`config.mk`:
```
export PLATFORM = sky130hd
export DESIGN_NAME = depth_frame_prequant_and_centroid_top
export DESIGN_NICKNAME = d
export VERILOG_FILES = /design/src/dfpc_pkg.sv /design/src/dfpc_div.sv /design/src/depth_frame_prequant_and_centroid_top.sv
export SDC_FILE = /design/constraint.sdc
export NUM_CORES = 2
export LEC_CHECK = 0
export BUFFER_PORTS_ARGS = -buffer_cell sky130_fd_sc_hd__clkbuf_2
export CAP_MARGIN = 5
export CELL_PAD_IN_SITES_DETAIL_PLACEMENT = 0
export CELL_PAD_IN_SITES_GLOBAL_PLACEMENT = 2
export CORE_MARGIN = 8
export CORE_UTILIZATION = 49
export CTS_CLUSTER_DIAMETER = 30
export CTS_CLUSTER_SIZE = 12
export DETAILED_ROUTE_END_ITERATION = 10
export PLACE_DENSITY_LB_ADDON = 0.1
export SKIP_CTS_REPAIR_TIMING = 1
export SLEW_MARGIN = 20
export SYNTH_ARGS = -nofsm -noshare
export SYNTH_HDL_FRONTEND = slang
export SYNTH_HIERARCHICAL = 1
export SYNTH_SLANG_ARGS = --single-unit
```
`constraint.sdc`:
```
create_clock -name clk -period 18.5 [get_ports clk]
set_input_delay 0.925 -clock clk [delete_from_list [all_inputs] [get_ports clk]]
set_output_delay 0.925 -clock clk [all_outputs]
set_load 0.02 [all_outputs]
```
`src/dfpc_pkg.sv`:
```
// shared types and constants for the depth frame prequant and centroid block
// no dependencies; used by dfpc_div and the top level
`default_nettype none

package dfpc_pkg;

  localparam int GRID      = 8;
  localparam int IDX_W     = $clog2(GRID);
  localparam int ADDR_W    = 2 * IDX_W;
  localparam int ENERGY_W  = 12;
  localparam int SUM_W     = ENERGY_W + IDX_W;
  localparam int WSUM_W    = SUM_W + IDX_W;
  localparam int DEN_W     = SUM_W + IDX_W;
  localparam int PROD_W    = 48;

  // shared divider: wide enough for the centroid numerator and the norm denominator
  localparam int DIV_NUM_W = WSUM_W + 17;
  localparam int DIV_DEN_W = (DEN_W > 16) ? DEN_W : 16;
  localparam int DIV_CNT_W = $clog2(DIV_NUM_W + 1);

  localparam logic [ENERGY_W-1:0] ENERGY_MAX = '1;
  localparam logic [15:0] CENTROID_DEFAULT   = 16'h8000;

  typedef enum logic [1:0] {
    OP_LOAD   = 2'd0,
    OP_PIXEL  = 2'd1,
    OP_FINISH = 2'd2
  } op_t;

  typedef enum logic [1:0] {
    CFG_CLAMP_LIMIT     = 2'd0,
    CFG_QUANT_GAIN      = 2'd1,
    CFG_ZERO_POINT      = 2'd2,
    CFG_SCORE_THRESHOLD = 2'd3
  } cfg_reg_t;

  typedef enum logic {
    KIND_PIXEL = 1'b0,
    KIND_FRAME = 1'b1
  } kind_t;

  typedef struct packed {
    op_t         op;
    logic [2:0]  row;
    logic [2:0]  col;
    logic [15:0] sample;
    logic [15:0] score;
  } in_item_t;

  typedef struct packed {
    kind_t             kind;
    logic [15:0]       norm;
    logic signed [7:0] quantized;
    logic [15:0]       centroid;
    logic              detected;
  } out_item_t;

endpackage

`default_nettype wire

```
`src/dfpc_div.sv`:
```
// restoring divider, one quotient bit per cycle, shared by norm and centroid
// depends on dfpc_pkg for operand widths
`default_nettype none

module dfpc_div (
  input  logic                            clk,
  input  logic                            rst_n,
  input  logic                            start,
  input  logic [dfpc_pkg::DIV_NUM_W-1:0]  num,
  input  logic [dfpc_pkg::DIV_DEN_W-1:0]  den,
  output logic                            done,
  output logic [dfpc_pkg::DIV_NUM_W-1:0]  quot
);
  import dfpc_pkg::*;

  logic                 busy_r;
  logic                 done_r;
  logic [DIV_CNT_W-1:0] cnt_r;
  logic [DIV_DEN_W-1:0] rem_r;
  logic [DIV_NUM_W-1:0] quo_r;
  logic [DIV_DEN_W-1:0] den_r;

  logic [DIV_DEN_W:0]   trial;
  logic [DIV_DEN_W:0]   diff;
  logic                 fits;

  // numerator bits shift out of the top of quo_r while quotient bits shift in
  assign trial = {rem_r, quo_r[DIV_NUM_W-1]};
  assign fits  = trial >= {1'b0, den_r};
  assign diff  = trial - {1'b0, den_r};

  always_ff @(posedge clk) begin
    if (!rst_n) begin
      busy_r <= 1'b0;
      done_r <= 1'b0;
      cnt_r  <= '0;
    end else begin
      done_r <= 1'b0;
      if (start) begin
        busy_r <= 1'b1;
        cnt_r  <= '0;
        rem_r  <= '0;
        quo_r  <= num;
        den_r  <= den;
      end else if (busy_r) begin
        rem_r <= fits ? diff[DIV_DEN_W-1:0] : trial[DIV_DEN_W-1:0];
        quo_r <= {quo_r[DIV_NUM_W-2:0], fits};
        cnt_r <= cnt_r + 1'b1;
        if (cnt_r == DIV_CNT_W'(DIV_NUM_W - 1)) begin
          busy_r <= 1'b0;
          done_r <= 1'b1;
        end
      end
    end
  end

  assign done = done_r;
  assign quot = quo_r;

endmodule

`default_nettype wire

```
`src/depth_frame_prequant_and_centroid_top.sv`:
```
// top level of the depth frame prequant and centroid block
// depends on dfpc_pkg and dfpc_div
`default_nettype none

// Takes one item at a time (in_stall is high while an item is at work).
// A load item writes the background table in the cycle it is accepted.
// From acceptance to the next possible acceptance, a pixel item passes through
// S_PIX, S_QUANT, S_DIVW and S_DONE. A finish item passes through S_SUM, S_DEN,
// S_DIVW when a centroid is computed, and S_DONE. Their length is set by the
// shared one-bit-per-cycle divider, and for a finish item also by the walk
// over the column sums, one column a cycle.
// A finished result sits in an output register, so the next item is accepted
// while it waits to be taken. A new result waits only while the previous one
// is still held there. The background table has no reset: load every entry
// before sending pixels.
module depth_frame_prequant_and_centroid_top (
  input  logic                clk,
  input  logic                rst_n,
  input  logic                in_valid,
  output logic                in_stall,
  input  dfpc_pkg::in_item_t  in_item,
  output logic                out_vld,
  input  logic                out_stall,
  output dfpc_pkg::out_item_t out_item,
  input  logic                cfg_valid,
  output logic                cfg_ready,
  input  dfpc_pkg::cfg_reg_t  cfg_index,
  input  logic [31:0]         cfg_data
);
  import dfpc_pkg::*;

  typedef enum logic [2:0] {
    S_IDLE,
    S_PIX,
    S_QUANT,
    S_SUM,
    S_DEN,
    S_DIVW,
    S_DONE
  } state_t;

  // configuration
  logic [15:0]        clamp_limit_r;
  logic [31:0]        quant_gain_r;
  logic signed [7:0]  zero_point_r;
  logic [15:0]        score_threshold_r;

  // background table
  logic [15:0]        bg_mem [GRID*GRID];
  logic [15:0]        bg_rd_r;
  logic [ADDR_W-1:0]  bg_addr;
  logic               on_grid;
  logic               in_accept;

  // sequencer and datapath
  state_t             state_r;
  kind_t              kind_r;
  logic [15:0]        pix_r;
  logic [15:0]        score_r;
  logic [IDX_W-1:0]   cnt_r;
  logic [SUM_W-1:0]   sum_r;
  logic [WSUM_W-1:0]  wsum_r;
  logic [PROD_W-1:0]  prod_r;
  logic signed [7:0]  quant_r;
  logic [15:0]        norm_r;
  logic [15:0]        cen_r;
  logic               det_r;
  logic [ENERGY_W-1:0] energy_r [GRID];
  logic               out_vld_r;
  out_item_t          out_item_r;

  logic [15:0]        lim;
  logic [15:0]        diff_raw;
  logic [15:0]        d;
  logic [16:0]        e_sum;
  logic [ENERGY_W-1:0] e_new;
  logic [DEN_W-1:0]   den_full;
  logic               det_now;
  logic [PROD_W:0]    q_round;
  logic [24:0]        q_shift;
  logic signed [25:0] q_zp;
  logic signed [7:0]  q_sat;
  logic               div_start;
  logic [DIV_NUM_W-1:0] div_num;
  logic [DIV_DEN_W-1:0] div_den;
  logic               div_done;
  logic [DIV_NUM_W-1:0] div_quot;
  logic [15:0]        cen_sat;

  assign cfg_ready = 1'b1;
  assign in_stall  = (state_r != S_IDLE);
  assign in_accept = in_valid && !in_stall;
  assign on_grid   = (32'(in_item.row) < GRID) && (32'(in_item.col) < GRID);
  assign bg_addr   = ADDR_W'(32'(in_item.row) * GRID + 32'(in_item.col));

  always_ff @(posedge clk) begin
    if (!rst_n) begin
      clamp_limit_r     <= 16'd400;
      quant_gain_r      <= 32'd10737418;
      zero_point_r      <= -8'sd128;
      score_threshold_r <= 16'd32768;
    end else if (cfg_valid && cfg_ready) begin
      unique case (cfg_index)
        CFG_CLAMP_LIMIT:     clamp_limit_r     <= cfg_data[15:0];
        CFG_QUANT_GAIN:      quant_gain_r      <= cfg_data;
        CFG_ZERO_POINT:      zero_point_r      <= $signed(cfg_data[7:0]);
        CFG_SCORE_THRESHOLD: score_threshold_r <= cfg_data[15:0];
        default: ;
      endcase
    end
  end

  always_ff @(posedge clk) begin
    if (in_accept && in_item.op == OP_LOAD && on_grid) begin
      bg_mem[bg_addr] <= in_item.sample;
    end
    bg_rd_r <= bg_mem[bg_addr];
  end

  // pixel datapath
  assign lim      = (clamp_limit_r == 16'd0) ? 16'd1 : clamp_limit_r;
  assign diff_raw = (bg_rd_r > pix_r) ? bg_rd_r - pix_r : 16'd0;
  assign d        = (diff_raw > lim) ? lim : diff_raw;
  assign e_sum    = 17'(energy_r[cnt_r]) + 17'(d);
  assign e_new    = (e_sum > 17'(ENERGY_MAX)) ? ENERGY_MAX : e_sum[ENERGY_W-1:0];

  // round, drop the 24 fraction bits, add the zero point, saturate to int8
  assign q_round  = (PROD_W+1)'(prod_r) + (PROD_W+1)'(1 << 23);
  assign q_shift  = q_round[48:24];
  assign q_zp     = $signed({1'b0, q_shift}) + 26'(zero_point_r);
  always_comb begin
    if (q_zp < -26'sd128) begin
      q_sat = -8'sd128;
    end else if (q_zp > 26'sd127) begin
      q_sat = 8'sd127;
    end else begin
      q_sat = q_zp[7:0];
    end
  end

  // frame datapath
  assign den_full = DEN_W'(sum_r) * DEN_W'(GRID - 1);
  assign det_now  = (score_r > score_threshold_r) && (sum_r != '0);
  assign cen_sat  = (|div_quot[DIV_NUM_W-1:16]) ? 16'hFFFF : div_quot[15:0];

  always_comb begin
    div_start = 1'b0;
    div_num   = '0;
    div_den   = '0;
    if (state_r == S_PIX) begin
      div_start = 1'b1;
      div_num   = (DIV_NUM_W'(d) << 15) + DIV_NUM_W'(lim >> 1);
      div_den   = DIV_DEN_W'(lim);
    end else if (state_r == S_DEN && det_now) begin
      div_start = 1'b1;
      div_num   = (DIV_NUM_W'(wsum_r) << 16) + DIV_NUM_W'(den_full >> 1);
      div_den   = DIV_DEN_W'(den_full);
    end
  end

  dfpc_div u_div (
    .clk   (clk),
    .rst_n (rst_n),
    .start (div_start),
    .num   (div_num),
    .den   (div_den),
    .done  (div_done),
    .quot  (div_quot)
  );

  always_ff @(posedge clk) begin
    if (!rst_n) begin
      state_r     <= S_IDLE;
      out_vld_r   <= 1'b0;
      cnt_r       <= '0;
      for (int i = 0; i < GRID; i++) begin
        energy_r[i] <= '0;
      end
    end else begin
      // in S_DONE the output register is refilled or held below
      if (out_vld_r && !out_stall && state_r != S_DONE) begin
        out_vld_r <= 1'b0;
      end
      unique case (state_r)
        S_IDLE: begin
          if (in_accept) begin
            case (in_item.op)
              OP_PIXEL: begin
                if (on_grid) begin
                  kind_r  <= KIND_PIXEL;
                  pix_r   <= in_item.sample;
                  cnt_r   <= in_item.col[IDX_W-1:0];
                  state_r <= S_PIX;
                end
              end
              OP_FINISH: begin
                kind_r  <= KIND_FRAME;
                score_r <= in_item.score;
                cnt_r   <= '0;
                sum_r   <= '0;
                wsum_r  <= '0;
                state_r <= S_SUM;
              end
              default: ;
            endcase
          end
        end
        S_PIX: begin
          energy_r[cnt_r] <= e_new;
          prod_r          <= PROD_W'(d) * PROD_W'(quant_gain_r);
          state_r         <= S_QUANT;
        end
        S_QUANT: begin
          quant_r <= q_sat;
          state_r <= S_DIVW;
        end
        S_SUM: begin
          sum_r  <= sum_r + SUM_W'(energy_r[cnt_r]);
          wsum_r <= wsum_r + WSUM_W'(energy_r[cnt_r]) * WSUM_W'(cnt_r);
          if (cnt_r == IDX_W'(GRID - 1)) begin
            state_r <= S_DEN;
          end else begin
            cnt_r <= cnt_r + 1'b1;
          end
        end
        S_DEN: begin
          det_r <= det_now;
          for (int i = 0; i < GRID; i++) begin
            energy_r[i] <= '0;
          end
          if (det_now) begin
            state_r <= S_DIVW;
          end else begin
            cen_r   <= CENTROID_DEFAULT;
            state_r <= S_DONE;
          end
        end
        S_DIVW: begin
          if (div_done) begin
            if (kind_r == KIND_PIXEL) begin
              norm_r <= div_quot[15:0];
            end else begin
              cen_r <= cen_sat;
            end
            state_r <= S_DONE;
          end
        end
        S_DONE: begin
          // wait for the output register to be free
          if (!out_vld_r || !out_stall) begin
            out_vld_r       <= 1'b1;
            out_item_r.kind <= kind_r;
            if (kind_r == KIND_PIXEL) begin
              out_item_r.norm      <= norm_r;
              out_item_r.quantized <= quant_r;
              out_item_r.centroid  <= 16'd0;
              out_item_r.detected  <= 1'b0;
            end else begin
              out_item_r.norm      <= 16'd0;
              out_item_r.quantized <= 8'sd0;
              out_item_r.centroid  <= cen_r;
              out_item_r.detected  <= det_r;
            end
            state_r <= S_IDLE;
          end
        end
        default: state_r <= S_IDLE;
      endcase
    end
  end

  assign out_vld  = out_vld_r;
  assign out_item = out_item_r;

endmodule

`default_nettype wire
```
### Yosys cells after proc, flatten, opt, wreduce, memory -nomap -nowiden

Memories as Yosys holds them, arrays and structs flattened. A register that Yosys moved wholly into a read port is not among the register bits.
Index checks and enable logic that the tools add are counted.

| word-level totals | value |
|---|---|
| bits in registers | 355 |
| memory bits (writable) | 1,120 |
| input bits | 79 |
| word-level logic and storage cells | 198 |
| memories | 2 |

| cells by class | value |
|---|---|
| $add $sub $neg | 12 |
| multiply operators | 3 |
| order comparisons | 7 |
| equal/unequal tests | 23 |
| mux-type cells | 67 |
| bitwise logic cells | 12 |
| reductions and logical operators | 43 |

Memories:

| memory | words | width | read ports | clocked after Yosys merged registers in | write ports | RTL line | RTL |
|---|---|---|---|---|---|---|---|
| bg_mem | 64 | 16 | 1 | 1 | 1 | depth_frame_prequant_and_centroid_top.sv:49 | `logic [15:0] bg_mem [GRID*GRID];` |
| energy_r | 8 | 12 | 1 | 1 | 8 | depth_frame_prequant_and_centroid_top.sv:68 | `logic [ENERGY_W-1:0] energy_r [GRID];` |

Operator list:

| cell | count |
|---|---|
| 16-bit 2-to-1 mux | 9 |
| 35-bit 2-to-1 mux | 4 |
| 12-bit 2-to-1 mux | 10 |
| 18-bit 2-to-1 mux | 4 |
| 48-bit by 24-bit adder with 49-bit output, second input constant | 1 |
| 16-bit > comparator | 3 |
| 16-bit by 32-bit multiplier with 48-bit output | 1 |
| 18-bit case mux with 2 select lines | 1 |
| 34-bit by 17-bit adder with 35-bit output | 1 |
| 31-bit by 15-bit adder with 32-bit output | 1 |
| 16-bit case mux with 2 select lines | 1 |
| 15-bit 2-to-1 mux | 2 |
| 15-bit case mux with 2 select lines | 1 |
| 3-bit 2-to-1 mux | 9 |
| 26-bit by 8-bit adder with 26-bit output | 1 |
| 26-bit by 8-bit > comparator with 1-bit output, second input constant | 1 |
| 26-bit by 8-bit less-than comparator with 1-bit output, second input constant | 1 |
| 4-bit AND reduction | 6 |
| 3-bit case mux with 7 select lines | 1 |
| 19-bit by 18-bit greater-or-equal comparator with 1-bit output | 1 |
| 1-bit 2-to-1 mux | 19 |
| 19-bit OR reduction | 1 |
| 18-bit by 15-bit adder with 18-bit output | 1 |
| 15-bit by 3-bit multiplier with 18-bit output, second input constant | 1 |
| other kinds (40) | 86 |

### Depth between registers and ports, before layout

| logic depth | value |
|---|---|
| word-level depth | 8 |
| mapped depth | 46 |
| depth with buffers taken out | 43 |

### Modules after synthesis

Netlist, hierarchy kept.

By module, submodules not included:

| module | times used | cells each | area an instance (um^2) | sequential area each (um^2) |
|---|---|---|---|---|
| depth_frame_prequant_and_centroid_top | 1 | 5,875 | 74,306.3 | 40,819.1 |
| dfpc_div | 1 | 364 | 4,289.1 | 2,292.2 |

### Worst setup path after synthesis

Ideal clock, no wire load.

| timing path | value |
|---|---|
| path type | register -> register |
| from | register bg_rd_r[0] (read register of bg_mem) |
| to | register prod_r[47], data pin |
| setup time | 0.265 ns |
| data arrival time | 10.496 ns |
| data required time | 18.235 ns |
| setup slack | 7.739 ns |
| cell stages (with the launch flop) | 43 |
| buffers on the path | 5 |
| period minus slack after synthesis | 10.761 ns |
| cells stage by stage | dfxtp_1 -> inv_1 -> ha_1 -> inv_1 -> fa_1 -> nand3_1 -> a21oi_1 -> o311ai_1 -> nand2_1 -> o31ai_2 -> clkbuf_1 -> buf_1 -> nor2_1 -> ha_1 -> a21o_1 -> a21o_1 -> a221o_1 -> o31a_2 -> [7 not listed] -> fa_1 -> fa_1 -> fa_1 -> fa_1 -> inv_1 -> fa_1 -> inv_1 -> ha_1 -> a21o_1 -> a21o_1 -> a21oi_1 -> nor2_1 -> o41ai_1 -> o2bb2ai_1 -> a2111oi_2 -> a31oi_1 -> a311oi_1 -> xnor2_1 |

| on the way | value |
|---|---|
| longest elaborated chain between the ends | 5 |
| elaborated cells between the ends (all ways) | 6 |

Ends and longest elaborated chain:

| what | RTL line | RTL |
|---|---|---|
| from (decl) | depth_frame_prequant_and_centroid_top.sv:50 | `logic [15:0] bg_rd_r;` |
| 16-bit subtractor / 16-bit > comparator (equally long branches) | depth_frame_prequant_and_centroid_top.sv:122 | `assign diff_raw = (bg_rd_r > pix_r) ? bg_rd_r - pix_r : 16'd0;` |
| 16-bit 2-to-1 mux * | depth_frame_prequant_and_centroid_top.sv:122 |  |
| 16-bit > comparator | depth_frame_prequant_and_centroid_top.sv:123 | `assign d = (diff_raw > lim) ? lim : diff_raw;` |
| 16-bit 2-to-1 mux * | depth_frame_prequant_and_centroid_top.sv:123 |  |
| 16-bit by 32-bit multiplier with 48-bit output * | depth_frame_prequant_and_centroid_top.sv:210 | `prod_r <= PROD_W'(d) * PROD_W'(quant_gain_r);` |
| to (signal assigned) | depth_frame_prequant_and_centroid_top.sv:210 |  |
| to (decl) | depth_frame_prequant_and_centroid_top.sv:63 | `logic [PROD_W-1:0] prod_r;` |

Every way passes the cells marked *; elsewhere a longest branch is shown, timed or not.
A chain may end at the register's enable or synchronous reset.

### Final worst setup path

Ends and elaborated chain as after synthesis.

==> results.md <==
* Arrival time at the worst endpoint at 12.66 ns
* Clock Latency Late Sink at 0.93 ns
* DIE AREA at 0.1735 mm^2
* CTS tree: built
* Nets at 7343
* Global-route wire length before repair at 342800 um
* Synth Area in Simple Gates at 0.09267
* Ys flop type: edfxtp_1
* Critical path type: reg -> reg
* DIE WIDTH at 416.5 um
* Max-slew violations at 0
* Port Buffers at 122
* Drt drc at 0
* Fmax at 82.87 MHz
* Most frequent CP cell: fa_1
* 1st-iter DRT viols at 4242
* TritonCTS Buffers at 326
* Seq pwr share at 0.240
* Number of synthesized flops with an enable pin at 1365
* RSZ-0062 raised after global routing: false
* Post-Syn Instances at 6239
* Yosys reg bits at 1471
* Sw Ratio at 0.3656
* Hold Worst Slack at 0.2372 ns
* Worst Setup Start Kind: flip-flop
* Vias/cell at 5.855
* Critical Path RT at 19.10 ns
* Final Hold Fails at 0
* Worst slew pin tran at 1.152 ns
* Initial antenna violation count at 2
* Detailed-route via count at 51790
* Mux cell area share after synthesis at 0.01500
* Non-Filler Instances at 8846
* Die Span Y at 416.5 um
* Sequential area share after synthesis at 0.5485
* Synth Area in Adders at 0.1627
* Leakage at 35.19 nW
* Total design power at 16.93 mW
* H-tree levels at 5
* TritonRoute pass-1 iters at 6
* CP max FO at 33
* Share of cells above drive strength 1 at 0.1385
* Setup ws final at 6.433 ns
* Placed cell area at 0.08204 mm^2
* TritonCTS Sinks at 1471
* Pwr dens at 181.6 mW/mm^2
* Design area at 0.09318 mm^2
* Asr flop ratio synth at 0
* NetSw at 6.187 mW
* CTS Buffer Depth at 4
* Main combinational cell family by area after synthesis: adder cells
* Clk pwr share at 0.345
* Final setup viols at 0
* Setup TNS at 0 ns
* Register area at 0.04311 mm^2
* Max stage delay on crit path at 0.95 ns
* Outcome: completed
* Total Wirelength at 230800 um
* Row Count at 147
* Total core area at 0.1600 mm^2
* Max_cap viols at 0
* Clock root cell: clkbuf_16
* Worst slack, placed at 6.581 ns
* Routed len/inst at 26.09 um
* RD Place Congestion at 0.8386
* YS warnings at 6
* Area of the multi-input gates at 0.03220 mm^2
* Reg clk slew, reported paths at 0.05 ns
* Synthesized area at 0.07860 mm^2
* Final Skew at 0.1040 ns
* Vias in the first global route at 52450
* Initial Util at 0.4912
* Total global-route track usage at 0.2615
* P&R area growth vs syn at 18.56%
* Finished Core Util at 0.5823
* Placed instance count at 8275
* Synth unique cells at 87
* Syn Area/Cell at 12.60 um^2
* GR Overflow Total at 0
* Fin crit period at 12.07 ns
* Detail Placement HPWL at 148500 um
* Syn_nets at 7064
* I/O pins at 124
* Critical path's slowest cell: mux2_2
* Antenna-violating nets left at 0
* Largest net degree at the start of global routing at 97
* Tcrit/Tclk final at 0.6523
* Max IR drop VDD at 359.8 uV
* Internal power at 10.74 mW
* Logic gate share of total power at 0.415
* HP Class: in -> reg
* Fill cell count at 12920
* Slew HR at 0.2310
* Post-synthesis xor/xnor area fraction at 0.01627
* Synth Area in Compound Gates at 0.1197
* Crit end category: flip-flop
## registers in the layout, summed over array words and instances (netlist names), 3 cells and up, named ones only
register,flops
bg_mem,1024
bg_rd_r,16
cen_r,16
clamp_limit_r,16
cnt_r,3
energy_r,96
norm_r,16
out_item,42
pix_r,16
prod_r,25
quant_gain_r,32
quant_r,8
score_r,16
score_threshold_r,16
state_r,3
sum_r,15
u_div/cnt_r,6
u_div/den_r,18
u_div/quot,35
u_div/rem_r,18
wsum_r,18
zero_point_r,8
## cells in the final DEF (no fill, tap or decap), types with 100 or more instances in the layout
| cell | count |
|---|---|
| edfxtp_1 | 1365 |
| nand2_1 | 627 |
| inv_1 | 603 |
| fa_1 | 460 |
| clkbuf_16 | 333 |
| a22oi_1 | 309 |
| ha_1 | 286 |
| a21oi_1 | 272 |
| and2_1 | 250 |
| nor2_1 | 242 |
| buf_4 | 160 |
| clkbuf_2 | 121 |
| a31oi_1 | 117 |
| a22o_1 | 108 |
| a221oi_1 | 106 |
| dfxtp_1 | 106 |
| o21ai_0 | 100 |
## power by group through the flow
stage	sequential, mW	combinational, mW	clock [mW]
2_1_floorplan	4.05	5.15	0
3_3_place_gp	4.11	7.03	0
3_5_place_dp	4.11	7.02	0
4_1_cts	4.06	7.06	5.91
5_1_grt	4.07	8.00	6.06
6_report	4.06	7.03	5.84
## synthesized netlist by cell type, types with 52 or more instances
| library cell | number | area [um^2] |
|---|---|---|
| xnor2_1 | 84 | 735.7 |
| and2_1 | 250 | 1564 |
| o21ai_0 | 100 | 500.5 |
| xor2_1 | 62 | 543.0 |
| edfxtp_1 | 1365 | 40990 |
| a22o_1 | 108 | 945.9 |
| a22oi_1 | 309 | 2320 |
| mux2_2 | 52 | 585.6 |
| nand2_1 | 628 | 2357 |
| a21oi_1 | 272 | 1361 |
| inv_1 | 603 | 2263 |
| ha_1 | 286 | 3578 |
| dfxtp_1 | 106 | 2122 |
| a21boi_0 | 66 | 495.5 |
| fa_1 | 460 | 9209 |
| nor2_1 | 245 | 919.6 |
| a21o_1 | 68 | 510.5 |
| a221oi_1 | 106 | 928.4 |
| nand3_1 | 76 | 380.4 |
| nand4_1 | 62 | 387.9 |
| clkbuf_1 | 277 | 1040 |
| a31oi_1 | 117 | 732.0 |
## critical path, delay by kind of cell, from the launching register on
family,cells,cell delay (ns)
AO/OA/AOI/OAI,14,4.09
XOR/XNOR,1,0.11
adder cells (fa/ha/maj),10,4.31
buffers and inverters,7,0.79
flip-flops,1,0.30
multiplexers,1,0.95
AND/OR/NAND/NOR,7,1.12
## final cells by class
type / instances / share of cell area
antenna: 1 / 0.00002685
inverter: 603 / 0.02429
timing repair buffer: 285 / 0.02019
tap: 2086 / 0.02801
clock inverter: 198 / 0.02743
sequential: 1471 / 0.4627
multi-input combinational: 3831 / 0.3456
clock buffer: 371 / 0.09182
## cells by family (layout without fill, tap and decap cells)
kind of cell	count (synthesis)	count (layout)
and+or+nand+nor	1519	1519
DFF	1471	1471
AOI/OAI and AO/OA	1339	1339
buffers and inverters	937	1457
adders and majority gates	746	746
xor gates and xnor gates	146	146
muxes	80	80
other	1	2
## metal layers
layer / track usage / routed length [um] / up-vias
met5: 0 / 0 / -
met4: 0.09006 / 7602 / 0
met3: 0.04462 / 14730 / 392
met2: 0.4364 / 111700 / 1888
met1: 0.3477 / 96690 / 26290
li1: - / - / 23230
## final timing paths
path	endpoint	cells past startpoint	start	slack [ns]
hold / removal	score_r[15]	1	in_item[15]	0.24
hold reg to reg	quant_gain_r[20]	2	quant_gain_r[20]	0.46
setup / recovery	prod_r[47]	40	bg_rd_r[0]	6.43
setup reg to reg	prod_r[47]	40	bg_rd_r[0]	6.43
(Power assumes the default switching activity.)
